--- config.mk ---
export PLATFORM = sky130hd
export DESIGN_NAME = tgc_ctrl
export DESIGN_NICKNAME = d
export VERILOG_FILES = /design/src/rtl/core/tgc_pkg.sv /design/src/rtl/core/tgc_ctrl.sv
export SDC_FILE = /design/constraint.sdc
export NUM_CORES = 1
export LEC_CHECK = 0
export BUFFER_PORTS_ARGS = -buffer_cell sky130_fd_sc_hd__buf_2
export CAP_MARGIN = 10
export CORE_AREA = 3 3 40 42
export DETAILED_ROUTE_END_ITERATION = 8
export DIE_AREA = 0 0 43 45
export REMOVE_ABC_BUFFERS = 1
export SLEW_MARGIN = 20
export SYNTH_ARGS = -nofsm -noshare
export SYNTH_HDL_FRONTEND = slang
export SYNTH_SLANG_ARGS = --single-unit
--- constraint.sdc ---
create_clock -name clock -period 1.79 [get_ports clock]
set_input_delay 0.2685 -clock clock [delete_from_list [all_inputs] [get_ports clock]]
set_output_delay 0.2685 -clock clock [all_outputs]
set_load 0.005 [all_outputs]
--- src/rtl/core/tgc_pkg.sv ---
// Shared types, constants and tables of the trot gait cycloid generator.
`timescale 1ns / 1ps

package tgc_pkg;

   localparam int REQ_DATA_W  = 48;
   localparam int RSP_DATA_W  = 88;
   localparam int CSR_INDEX_W = 3;
   localparam int CSR_DATA_W  = 24;

   // Q16 fixed-point constants of the sine polynomial and the cycloid.
   localparam logic [16:0] Q16_ONE        = 17'd65536;
   localparam logic [16:0] SIN_A          = 17'd102944;
   localparam logic [15:0] SIN_B          = 16'd42047;
   localparam logic [12:0] SIN_C          = 13'd4640;
   localparam logic [14:0] INV_TWO_PI_Q16 = 15'd10430;

   // Register values after reset.
   localparam logic [23:0] PHASE_STEP_RESET     = 24'd1678;
   localparam logic [15:0] SUPPORT_GAIN_RESET   = 16'd2867;
   localparam logic [15:0] SWING_GAIN_RESET     = 16'd1229;
   localparam logic [15:0] SUPPORT_TORQUE_RESET = 16'd0;
   localparam logic [15:0] SWING_TORQUE_RESET   = 16'd0;

   typedef enum logic [CSR_INDEX_W-1:0] {
      CSR_PHASE_STEP     = 3'd0,
      CSR_SUPPORT_GAIN   = 3'd1,
      CSR_SWING_GAIN     = 3'd2,
      CSR_SUPPORT_TORQUE = 3'd3,
      CSR_SWING_TORQUE   = 3'd4
   } csr_index_type;

   typedef enum logic [3:0] {
      ST_IDLE,
      ST_QUANT,
      ST_RECIP,
      ST_FRAC,
      ST_SQUARE,
      ST_POLY1,
      ST_POLY2,
      ST_SINE,
      ST_CYCLOID,
      ST_PRODUCT,
      ST_TARGET,
      ST_EMIT
   } state_type;

   // One enable per datapath step, plus the leg being emitted.
   typedef struct packed {
      logic       capture;
      logic       quantize;
      logic       recip;
      logic       frac;
      logic       square;
      logic       poly1;
      logic       poly2;
      logic       sine;
      logic       cycloid;
      logic       product;
      logic       target;
      logic       emit;
      logic [1:0] leg;
   } cmd_type;

   typedef struct packed {
      logic out_free;
   } status_type;

   // Per-motor gain factors in Q12, leg 0 first motor up to leg 3 second motor.
   function automatic logic [12:0] motor_factor(input logic [2:0] idx);
      logic [12:0] f;
      case (idx)
         3'd0:    f = 13'd5120;
         3'd1:    f = 13'd4710;
         3'd2:    f = 13'd5325;
         3'd3:    f = 13'd4915;
         3'd4:    f = 13'd4792;
         3'd5:    f = 13'd5407;
         3'd6:    f = 13'd5612;
         3'd7:    f = 13'd6144;
         default: f = 13'd0;
      endcase
      return f;
   endfunction

endpackage

--- src/rtl/core/tgc_ctrl.sv ---
// Sequencing state machine of the trot gait cycloid generator.
`timescale 1ns / 1ps

module tgc_ctrl (
   input  logic                clock,
   input  logic                reset,
   input  logic                req_tvalid,
   output logic                req_tready,
   input  tgc_pkg::status_type status,
   output tgc_pkg::cmd_type    cmd
);

   tgc_pkg::state_type state_ff, state_in;
   logic [1:0]         leg_ff, leg_in;

   always_ff @(posedge clock) begin
      if (reset) begin
         state_ff <= tgc_pkg::ST_IDLE;
         leg_ff   <= 2'd0;
      end else begin
         state_ff <= state_in;
         leg_ff   <= leg_in;
      end
   end

   always_comb begin
      state_in = state_ff;
      leg_in   = leg_ff;
      case (state_ff)
         tgc_pkg::ST_IDLE: begin
            leg_in = 2'd0;
            if (req_tvalid) begin
               state_in = tgc_pkg::ST_QUANT;
            end
         end
         tgc_pkg::ST_QUANT:   state_in = tgc_pkg::ST_RECIP;
         tgc_pkg::ST_RECIP:   state_in = tgc_pkg::ST_FRAC;
         tgc_pkg::ST_FRAC:    state_in = tgc_pkg::ST_SQUARE;
         tgc_pkg::ST_SQUARE:  state_in = tgc_pkg::ST_POLY1;
         tgc_pkg::ST_POLY1:   state_in = tgc_pkg::ST_POLY2;
         tgc_pkg::ST_POLY2:   state_in = tgc_pkg::ST_SINE;
         tgc_pkg::ST_SINE:    state_in = tgc_pkg::ST_CYCLOID;
         tgc_pkg::ST_CYCLOID: state_in = tgc_pkg::ST_PRODUCT;
         tgc_pkg::ST_PRODUCT: state_in = tgc_pkg::ST_TARGET;
         tgc_pkg::ST_TARGET:  state_in = tgc_pkg::ST_EMIT;
         tgc_pkg::ST_EMIT: begin
            if (status.out_free) begin
               leg_in = leg_ff + 2'd1;
               if (leg_ff == 2'd3) begin
                  state_in = tgc_pkg::ST_IDLE;
               end
            end
         end
         default: state_in = tgc_pkg::ST_IDLE;
      endcase
   end

   always_comb begin
      cmd        = '0;
      cmd.leg    = leg_ff;
      req_tready = 1'b0;
      case (state_ff)
         tgc_pkg::ST_IDLE: begin
            req_tready  = 1'b1;
            cmd.capture = req_tvalid;
         end
         tgc_pkg::ST_QUANT:   cmd.quantize = 1'b1;
         tgc_pkg::ST_RECIP:   cmd.recip    = 1'b1;
         tgc_pkg::ST_FRAC:    cmd.frac     = 1'b1;
         tgc_pkg::ST_SQUARE:  cmd.square   = 1'b1;
         tgc_pkg::ST_POLY1:   cmd.poly1    = 1'b1;
         tgc_pkg::ST_POLY2:   cmd.poly2    = 1'b1;
         tgc_pkg::ST_SINE:    cmd.sine     = 1'b1;
         tgc_pkg::ST_CYCLOID: cmd.cycloid  = 1'b1;
         tgc_pkg::ST_PRODUCT: cmd.product  = 1'b1;
         tgc_pkg::ST_TARGET:  cmd.target   = 1'b1;
         tgc_pkg::ST_EMIT:    cmd.emit     = status.out_free;
         default: cmd = '0;
      endcase
   end

endmodule

Word-level counts from Yosys, hierarchy flattened
Cells that the tools add are included.
- bits in registers: 6
- bits of input ports: 4
- logic and storage cells: 43
- reduce and logical (&&, ||, !) cells: 5
- muxes and demuxes: 20
- add/sub/neg operators: 1
- eq/ne operators: 15
- operator list (kind ; count):
    $pmux W4 S12 ; 1
    $eq A4 B3 Y1 const B ; 4
    $eq A4 B4 Y1 const B ; 4
    $mux W1 ; 13
    $mux W4 ; 3
    $reduce_or A12 Y1 ; 1
    $eq A4 B2 Y1 const B ; 2
    $ne A2 B2 Y1 const B ; 3
    $eq A4 B1 Y1 const B ; 1
    $logic_not A4 Y1 ; 1
    $mux W2 ; 2
    $pmux W2 S2 ; 1
    $reduce_and A3 Y1 ; 1
    $add A2 B1 Y2 const B ; 1
    $eq A2 B2 Y1 const B ; 1
    $reduce_and A2 Y1 ; 1
    $reduce_bool A2 Y1 ; 1

Depth between registers and ports, before layout
Gate-level depths: netlist of the first run.
- word-level depth: 4
- depth in mapped cells: 4
- gate-level depth less buffers: 4

Worst setup path before layout of the first run
No wires, ideal clock.
- path kind: flip-flop to flip-flop
- from: reg state_ff[2]
- to: reg leg_ff[0]
- required time: 1.669 ns
- setup slack: 0.516 ns
- clock period less this slack: 1.274 ns
- arrival: 1.153 ns
- stages on the path, launching flop included: 5
- cell sequence: dfxtp_1 > buf_6 > nand2b_4 > nor2_1 > mux2_2
- word-level cells in the longest chain between the ends: 3
- elaborated cells on any way between the ends: 6
- those cells by class: 2 x eq/ne; 1 x mux; 3 x reduce/logical
- ends and longest elaborated chain (what ; RTL line ; text):
    start: declaration ; tgc_ctrl.sv:13 ; tgc_pkg::state_type state_ff, state_in;
    start signal: assignment ; tgc_ctrl.sv:18 ; state_ff <= tgc_pkg::ST_IDLE;
    start signal: assignment ; tgc_ctrl.sv:21 ; state_ff <= state_in;
    $eq A4 B4 Y1 or $logic_not A4 Y1 (tied branches) ; tgc_ctrl.sv:29 ; case (state_ff)
    $ne A2 B2 Y1 (no source line) or $reduce_bool A2 Y1 (tied branches) ; n/a ;
    $reduce_and A2 Y1 (no source line) ; n/a ;
    end signal: assignment ; tgc_ctrl.sv:22 ; leg_ff <= leg_in;
    end: declaration ; tgc_ctrl.sv:14 ; logic [1:0] leg_ff, leg_in;
Parallel ways exist; a longest one is shown, timed or not.
A chain may end at the register's enable or synchronous reset.

==> impl_metrics.tcl, run 1 <==
set metrics [dict create \
    outcome "completed" \
    stdcell_count 82 \
    drive_above_1_share 0.3731 \
    slew-limit-headroom 0.6578 \
    cp_cell_sequence "nor4_4 > and2_1 > buf_2" \
    max_cap_violations 0 \
    wl_um 973 \
    end_kind "output port" \
    holdWs_ns 0.2957 \
    cts_buffers 3 \
    clock_latency_ns 0.24 \
    yosysWarnings 0 \
    worst_slew_pin_slew_ns 0.5125 \
    die_h_um 45 \
    startpoint_type "flop" \
    grt_max_degree 14 \
    num_rows 13 \
    diodes 0 \
    fin_skew_ns 0.001644 \
    dominantRegCellSynth "dfxtp_1" \
    grt_pass1_wl_um 1559 \
    fp.dieW_um 43 \
    cts-htree-levels 1 \
    async_flop_share 0 \
    worstHoldPathCells 2 \
    path_max_fanout 13 \
    worstPathArrival_ns 1.40 \
    hold_buffers 0 \
    die-area_um2 1935 \
    layout_commonest_cell "buf_2" \
    setup-tns-final_ns 0 \
    io-pin-count 19 \
    p_per_area_nw_per_um2 681.6 \
    viasPerCell 5.244 \
    grt_util_all_layers 0.1106 \
    critPathKind "flop to output port" \
    yosys.cell_types.count 25 \
    synthCells 50 \
    portBuffers 18 \
    setup_viol 0 \
    gp_congestion 0.7316 \
    grt_pass1_vias 349 \
    vdd_drop_max_mv 0.2920 \
    slowest_stage "dfxtp_1" \
    routedWlPerCell_um 11.87 \
    finalHoldViolCount 0 \
    path_buf_inv 1 \
    crit-reg2reg-launch "state_ff[3]$_SDFFE_PP0P_" \
    synth_edf_count 0 \
    final_cell_mix "18 x buf_2, 8 x nor2_1, 6 x nor3_1, 6 x dfxtp_1" \
    detailed_place_hpwl_um 724.9 \
    finalPower_uw 352.2 \
    first_pass_iters 4 \
    drv_slew 0 \
    dp.cells 79 \
    cpPeakStageDelay_ns 0.46 \
    cts_tree "yes" \
    antenna_left 0 \
    drc_errors 0 \
    crit_family "simple AND/OR/NAND/NOR gates" \
    nets 74 \
    clock_path_buffers 2 \
    r2r-end "leg_ff[0]$_SDFFE_PP0P_" \
    coreArea_um2 1285 \
    rsz0062_at_grt "no" \
    area_growth_pct 25.53 \
    antenna_found_initial 0 \
    grt_overflow_total 0 \
    cts.sinks 6 \
    ys_ff_latch 6 \
    min_period_over_period 0.9322 \
    syn-cell-area_um2 411.6 \
    hold_path_class "primary input to flop" \
    clock-root-buffer "clkbuf_4" \
    ctsResizeCount 0 \
    synth-seq-area-share 0.2918 \
    cts.clk_slew.worst_paths_ns 0.05 \
    regToRegSetupSlack_ns 0.33 \
    drt_iter0_drc 14 \
    fmax_mhz 599.3 \
    p_leak_nw 0.2434 \
    postCtsSetupBuffers 0 \
    hold_path_startpoint "reset" \
    min_period_ns 1.669 \
    start_util 0.3204 \
    rr_worst_depth 3 \
    avgSynthCellArea_um2 8.233 \
    critPathRequiredTime_ns 1.52 \
    hold_path_end "state_ff[2]$_SDFFE_PP0P_" \
    vias 430 \
]
[worst reg2reg max path, delay by kind of cell (launching register included)]
family / cells / cell delay, ns
flops: 1 / 0.64
mux: 1 / 0.36
simple gates: 2 / 0.36
[where the power goes]
group / switching (mW) / total (mW) / internal, mW
logic: 0.0320 / 0.0659 / 0.0339
clock network: 0.0485 / 0.124 / 0.0758
registers: 0.0209 / 0.162 / 0.141
[cell type report]
class	count	area, µm²
fill	150	768.2
multi-input combinational	38	257.7
sequential	6	120.1
timing repair buffer	18	90.09
clock buffer	3	22.52
tap	15	18.77
inverter	2	7.507
[worst max-delay path by stage]
| stage | from | endpoint | slack, ns | cells after the start |
|---|---|---|---|---|
| 6_report | state_ff[3]$_SDFFE_PP0P_ | cmd[13] | 0.12 | 3 |
| 2_1_floorplan | state_ff[3]$_SDFFE_PP0P_ | leg_ff[0]$_SDFFE_PP0P_ | 0.46 | 3 |
| 4_1_cts | state_ff[3]$_SDFFE_PP0P_ | cmd[13] | 0.10 | 3 |
| 3_3_place_gp | state_ff[3]$_SDFFE_PP0P_ | leg_ff[0]$_SDFFE_PP0P_ | 0.38 | 3 |
| 5_1_grt | state_ff[3]$_SDFFE_PP0P_ | cmd[2] | 0.01 | 3 |
| 3_5_place_dp | state_ff[3]$_SDFFE_PP0P_ | leg_ff[0]$_SDFFE_PP0P_ | 0.33 | 3 |
[cells in the mapped netlist, types with 2 or more instances]
master,count,area (µm²)
a21oi_1,2,10.01
nand2_1,2,7.510
nor2_1,8,30.03
nor3_1,6,30.03
buf_2,3,15.01
nand2b_1,3,18.77
inv_1,2,7.510
nand3_1,2,10.01
dfxtp_1,6,120.1
[routing by layer]
layer,vias up,track usage,share of wire
li1,214,-,-
met1,193,0.1439,0.45
met2,19,0.1437,0.42
met3,4,0.02789,0.082
met4,0,0.1084,0.045
met5,-,0,0
[flip-flops by register name (all words and copies together) (netlist names)]
register,cells
state_ff,4
leg_ff,2
[metrics by stage]
step / worst slack (ns) / utilization / cell area, µm²
after global placement: 0.3780 / 0.3846 / 494.2
after detailed placement: 0.3294 / 0.3846 / 494.2
after CTS: 0.1045 / 0.4021 / 516.7
after global routing: 0.01304 / 0.4021 / 516.7
after floorplan: 0.4616 / - / 385.4
final: 0.1213 / 0.4021 / 516.7
[cells by family (layout without fill, tap and decap cells)]
group           Yosys count  after routing  synth area share
compound gates            9              9            0.1702
xor+xnor                  1              1           0.02128
fa+ha+maj                 1              1           0.03039
buf+inv                   6             23           0.08206
flops                     6              6            0.2918
mux                       1              1           0.02735
simple gates             26             26            0.3769
Power figures use the tool's default switching activity.
==> run 2: changes to the inputs <==
==> constraint.sdc (replaced) <==
create_clock -name clock -period 1.45 [get_ports clock]
set_input_delay 0.145 -clock clock [delete_from_list [all_inputs] [get_ports clock]]
set_output_delay 0.145 -clock clock [all_outputs]
set_load 0.005 [all_outputs]
==> run 2 against run 1 <==
  * Combinational power is 87% higher
  * Final area is 10% higher
  * Routed wire length increased by 10%
  * Largest power group unchanged
  * Total power is 34% higher
  * Register-to-register slack got worse by 0.14 ns
  * Sequential share of layout area is 1.5 points lower
  * Clock-buffer cell count stayed put
==> impl_metrics.tcl, run 2 (synthesis gave the netlist of run 1 again) <==
set metrics [dict create \
    outcome "completed" \
    antenna_left 0 \
    max_cap_violations 0 \
    min_period_ns 1.348 \
    crit-reg2reg-launch "state_ff[3]$_SDFFE_PP0P_" \
    startpoint_type "flop" \
    antenna_found_initial 0 \
    p_int_uw 332.5 \
    r2r-end "leg_ff[0]$_SDFFE_PP0P_" \
    p_leak_nw 0.2799 \
    drt_iter0_drc 11 \
    final_util 0.4440 \
    drv_slew 0 \
    cts-htree-levels 1 \
    place_area_um2 531.8 \
    viasPerCell 5.068 \
    die-area_um2 1935 \
    drive_above_1_share 0.4795 \
    pwr-share-clk 0.340 \
    hold_path_startpoint "reset" \
    grt_max_degree 10 \
    slew-limit-headroom 0.7954 \
    p_sw_uw 138.6 \
    clock-root-buffer "clkbuf_4" \
    top_regs "state_ff x4, leg_ff x2" \
    worst_slew_pin_slew_ns 0.2991 \
    vias 446 \
    fp.dieW_um 43 \
    cts.clk_slew.worst_paths_ns 0.05 \
    critPathKind "flop to output port" \
    largest_register "state_ff" \
    die_h_um 45 \
    drc_errors 0 \
    clock_latency_ns 0.25 \
    finalHoldViolCount 0 \
    largest_register_ffs 4 \
    portBuffers 18 \
    routedWlPerCell_um 12.18 \
    start_util 0.3204 \
    end_kind "output port" \
    gp_congestion 0.7793 \
    setup.worst_path.start "state_ff[3]$_SDFFE_PP0P_" \
    setup_viol 0 \
    vdd_drop_max_mv 0.2642 \
    hold_path_class "primary input to flop" \
    worstHoldPathCells 2 \
    worstPathArrival_ns 1.20 \
    diodes 0 \
    cp_cell_sequence "nor4_4 > and2_1 > buf_2" \
    cts_tree "yes" \
    cts_buffers 3 \
    hold_path_end "state_ff[2]$_SDFFE_PP0P_" \
    fmax_mhz 741.9 \
    detailed_place_hpwl_um 826.2 \
    rr_worst_depth 4 \
    min_period_over_period 0.9296 \
    fin_skew_ns 0.004658 \
    setup-tns-final_ns 0 \
    grt_pass1_vias 361 \
    p_per_area_nw_per_um2 825.6 \
    num_rows 13 \
    area_growth_pct 38.60 \
    slowest_stage "dfxtp_2" \
    critPathRequiredTime_ns 1.31 \
    grt_util_all_layers 0.1165 \
    path_max_fanout 8 \
    cpPeakStageDelay_ns 0.38 \
    grt_pass1_wl_um 1600 \
    first_pass_iters 4 \
    coreArea_um2 1285 \
    layout_commonest_cell "buf_2" \
    io-pin-count 19 \
    swShare 0.2942 \
    final_cell_area_um2 570.5 \
    regToRegSetupSlack_ns 0.19 \
    rsz0062_at_grt "no" \
    grt_overflow_total 0 \
    cts.sinks 6 \
    clock_path_buffers 2 \
    final_cell_mix "18 x buf_2, 8 x nor2_1, 6 x buf_4" \
    power_frac_comb 0.261 \
    seq_power_share 0.399 \
    wl_um 1072 \
    finalPower_uw 471.1 \
    nets 80 \
]
[run 2: cell types whose count changed in the layout (fill, tap and decap cells not counted), sizes merged]
cell | before | now
buf | 18 | 24
[run 2: how the worst max path moves through the flow]
stage,end,cells after the start
final,cmd[13],3
after global routing,cmd[13],3
after CTS,cmd[13],4
after detailed placement,leg_ff[1]$_SDFFE_PP0P_,3
after global placement,leg_ff[1]$_SDFFE_PP0P_,3
after floorplan,leg_ff[0]$_SDFFE_PP0P_,3
[run 2: critical path: cells and delay by family (launching register included)]
family	cells	cell delay [ns]
buffers and inverters	1	0.10
flip-flops	1	0.38
AND/OR/NAND/NOR	2	0.47
[run 2: timing repair]
item	in CTS	in global routing
resized for setup	0	4
buffers inserted	1	0
setup endpoints to repair	1	7
hold buffers	0	0
pin swaps	1	1
[run 2: layout make-up]
| class | instances | area [µm²] |
|---|---|---|
| multi-input combinational | 38 | 262.8 |
| clock buffer | 3 | 22.52 |
| fill | 140 | 714.4 |
| sequential | 6 | 123.9 |
| tap | 15 | 18.77 |
| timing repair buffer | 24 | 135.1 |
| inverter | 2 | 7.507 |
[run 2: per-layer routing]
metal / up-vias / part of all wire / global-route usage
met3: 3 / 0.083 / 0.02789
met5: - / 0 / 0
met2: 22 / 0.44 / 0.1826
met1: 196 / 0.45 / 0.1370
met4: 0 / 0.023 / 0.09036
li1: 225 / - / -
[run 2: power groups by stage]
stage	clock network [mW]	registers (mW)	logic, mW
2_1_floorplan	0	0.197	0.0493
3_3_place_gp	0	0.189	0.114
6_report	0.160	0.188	0.123
4_1_cts	0.169	0.186	0.124
5_1_grt	0.174	0.188	0.134
3_5_place_dp	0	0.189	0.114
[run 2: stage by stage]
stage	instances	setup WS, ns	hold slack, ns
floorplan	46	0.1216	0.2218
detailed placement	84	0.1225	0.4179
global placement	84	0.1843	0.4202
CTS	88	0.02082	0.1533
finish	88	0.1021	0.1562
global route	88	0.05204	0.1650
==> run 3: changes to the inputs <==
--- a/config.mk
+++ b/config.mk
@@ -5,6 +5,7 @@
 export SDC_FILE = /design/constraint.sdc
 export NUM_CORES = 1
 export LEC_CHECK = 0
+export ABC_AREA = 1
 export BUFFER_PORTS_ARGS = -buffer_cell sky130_fd_sc_hd__buf_2
 export CAP_MARGIN = 10
 export CORE_AREA = 3 3 40 42
==> run 3 against run 2 <==
  * Maximum frequency grew 3.2%
  * Largest cell class unchanged
  * Synthesized area decreased by 1.5%
  * Die area unchanged
  * Cell count increased by 22%
  * Non-clock buffer count is 6 lower
  * Clock-buffer cell count unchanged
  * Combinational power grew 29%
  * Synthesized cell count rose by 42%
  * Critical path depth rose by 2
  * Final area decreased by 5.9%
  * Global-route usage increased by 0.11 points
  * Sequential power increased by 6%
==> impl_metrics.tcl, run 3 <==
set metrics [dict create \
    hold_buffers 0 \
    synth-seq-area-share 0.2963 \
    nets 99 \
    postCtsSetupBuffers 0 \
    outcome "completed" \
    cts-htree-levels 1 \
    viasPerCell 4.364 \
    coreArea_um2 1285 \
    ys_ff_latch 6 \
    min_period_over_period 0.9009 \
    p_sw_uw 172.4 \
    drt_iter0_drc 11 \
    seq_power_share 0.387 \
    worst_slew_pin_slew_ns 0.1929 \
    final_cell_area_um2 536.8 \
    top_regs "state_ff x4, leg_ff x2" \
    swShare 0.3336 \
    min_period_ns 1.306 \
    yosys.cell_types.count 13 \
    cts_tree "yes" \
    die_h_um 45 \
    finalHoldViolCount 0 \
    slowest_stage "dfxtp_1" \
    cp_cell_sequence "inv_2 > nor2_1 > inv_1 > nor2_1 > buf_2" \
    p_int_uw 344.4 \
    worstPathArrival_ns 1.16 \
    rr_worst_depth 5 \
    fill_cells 150 \
    num_rows 13 \
    fmax_mhz 765.5 \
    final_cell_mix "18 x buf_2, 17 x nor2_1, 14 x inv_1" \
    path_common_cell "nor2_1" \
    synth_area_leaders "dfxtp_1 30%, nor2_1 16%, inv_1 13%" \
    antenna_found_initial 0 \
    place_area_um2 514.2 \
    fp.dieW_um 43 \
    p_leak_nw 0.3354 \
    cts_buffers 3 \
    wl_um 978 \
    ctsResizeCount 0 \
    diodes 0 \
    cpPeakStageDelay_ns 0.40 \
    seq_area_um2 120.1 \
    clock-root-buffer "clkbuf_4" \
    critPathKind "flop to output port" \
    cts.sinks 6 \
    worstHoldPathCells 2 \
    max_cap_violations 0 \
    routedWlPerCell_um 9.140 \
    yosysWarnings 0 \
    pwr-share-clk 0.305 \
    synth_common_cells "17 x nor2_1, 14 x inv_1, 11 x nand2_1" \
    start_util 0.3155 \
    grt_max_degree 8 \
    dominantRegCellSynth "dfxtp_1" \
    power_frac_comb 0.308 \
    drive_above_1_share 0.3152 \
    setup_viol 0 \
    hold_path_class "primary input to flop" \
    yosys.area.top_type_share 0.2963 \
    fin_skew_ns 0.002601 \
    largest_register "state_ff" \
    yosys.area.top_type "dfxtp_1" \
    grt_util_all_layers 0.1176 \
    synth_edf_count 0 \
    vias 467 \
    finalPower_uw 516.9 \
    rsz0062_at_grt "no" \
    grt_pass1_vias 402 \
    multi_input_area_um2 217.7 \
    layout_commonest_cell "buf_2" \
    place_ws_ns 0.3752 \
    cts.clk_slew.worst_paths_ns 0.05 \
    clock_latency_ns 0.25 \
    drc_errors 0 \
    path_max_fanout 4 \
    die-area_um2 1935 \
    drv_slew 0 \
    timing.final.ws_setup_ns 0.1437 \
    end_kind "output port" \
    io-pin-count 19 \
    largest_register_ffs 4 \
    portBuffers 18 \
    p_per_area_nw_per_um2 963.0 \
    grt_overflow_total 0 \
    area_growth_pct 32.41 \
    detailed_place_hpwl_um 818.6 \
    syn-cell-area_um2 405.4 \
    first_pass_iters 4 \
    stdcell_count 107 \
    startpoint_type "flop" \
    avgSynthCellArea_um2 5.710 \
    critPathRequiredTime_ns 1.31 \
    dp.cells 104 \
    grt_pass1_wl_um 1656 \
    vdd_drop_max_mv 0.3837 \
    antenna_left 0 \
    yosysMostFrequentCell "nor2_1" \
    gp_congestion 0.8075 \
    async_flop_share 0 \
    synthCells 71 \
    setup-tns-final_ns 0 \
    slew-limit-headroom 0.8709 \
    clock_path_buffers 2 \
]
-- run 3: changes by cell type after synthesis, sizes merged, moves of 4 or more --
cell / previous run / this run
nand2: 2 / 12
nand2b: 4 / 0
nor2: 8 / 19
buf: 4 / 0
nand3: 2 / 8
nor3: 6 / 2
inv: 2 / 18
-- run 3: cells by family (layout without fill, tap and decap cells) --
kind of cell               count (synthesis)  count (layout)  share of synthesized area
AOI/OAI and AO/OA                          5               5                    0.06483
adders and majority gates                  1               1                    0.03086
buffers and inverters                     18              39                     0.1667
DFF                                        6               6                     0.2963
and+or+nand+nor                           41              41                     0.4414
-- run 3: per-stage QoR --
stage | util | hold slack, ns
after global placement | 0.4002 | 0.3620
after floorplan | - | 0.2141
final | 0.4177 | 0.1063
after global routing | 0.4177 | 0.1229
after CTS | 0.4177 | 0.1009
after detailed placement | 0.4002 | 0.3594
-- run 3: layout make-up --
class / count / area share
multi-input cells: 47 / 0.4056
well taps: 15 / 0.03497
inverters: 18 / 0.1259
flip-flops and latches: 6 / 0.2238
repair buffers: 18 / 0.1678
clock buffers: 3 / 0.04196
-- run 3: layer usage --
metal	global-route usage	vias up	routed length (µm)
met4	0.09036	0	34
met3	0.03586	5	84
met5	0	-	0
met2	0.1557	20	358
met1	0.1574	187	501
li1	-	255	-
-- run 3: final timing paths --
kind                                 start  slack [ns]                  endpoint
setup / recovery  state_ff[2]$_SDFFE_PP0P_        0.14                    cmd[8]
hold / removal                       reset        0.11  state_ff[1]$_SDFFE_PP0P_
setup reg to reg  state_ff[3]$_SDFFE_PP0P_        0.39    leg_ff[0]$_SDFFE_PP0P_
hold reg to reg     leg_ff[1]$_SDFFE_PP0P_        0.58    leg_ff[1]$_SDFFE_PP0P_
-- run 3: power by group through the flow --
stage,Combinational (mW),Clock (mW),Sequential (mW)
after CTS,0.161,0.160,0.201
after global placement,0.161,0,0.204
after global routing,0.187,0.165,0.204
after detailed placement,0.161,0,0.204
final,0.159,0.158,0.200
after floorplan,0.109,0,0.201
-- run 3: critical path: cells and delay by family (launching register included) --
family	cells	cell delay, ns
DFF	1	0.40
and+or+nand+nor	2	0.26
buffers and inverters	3	0.26
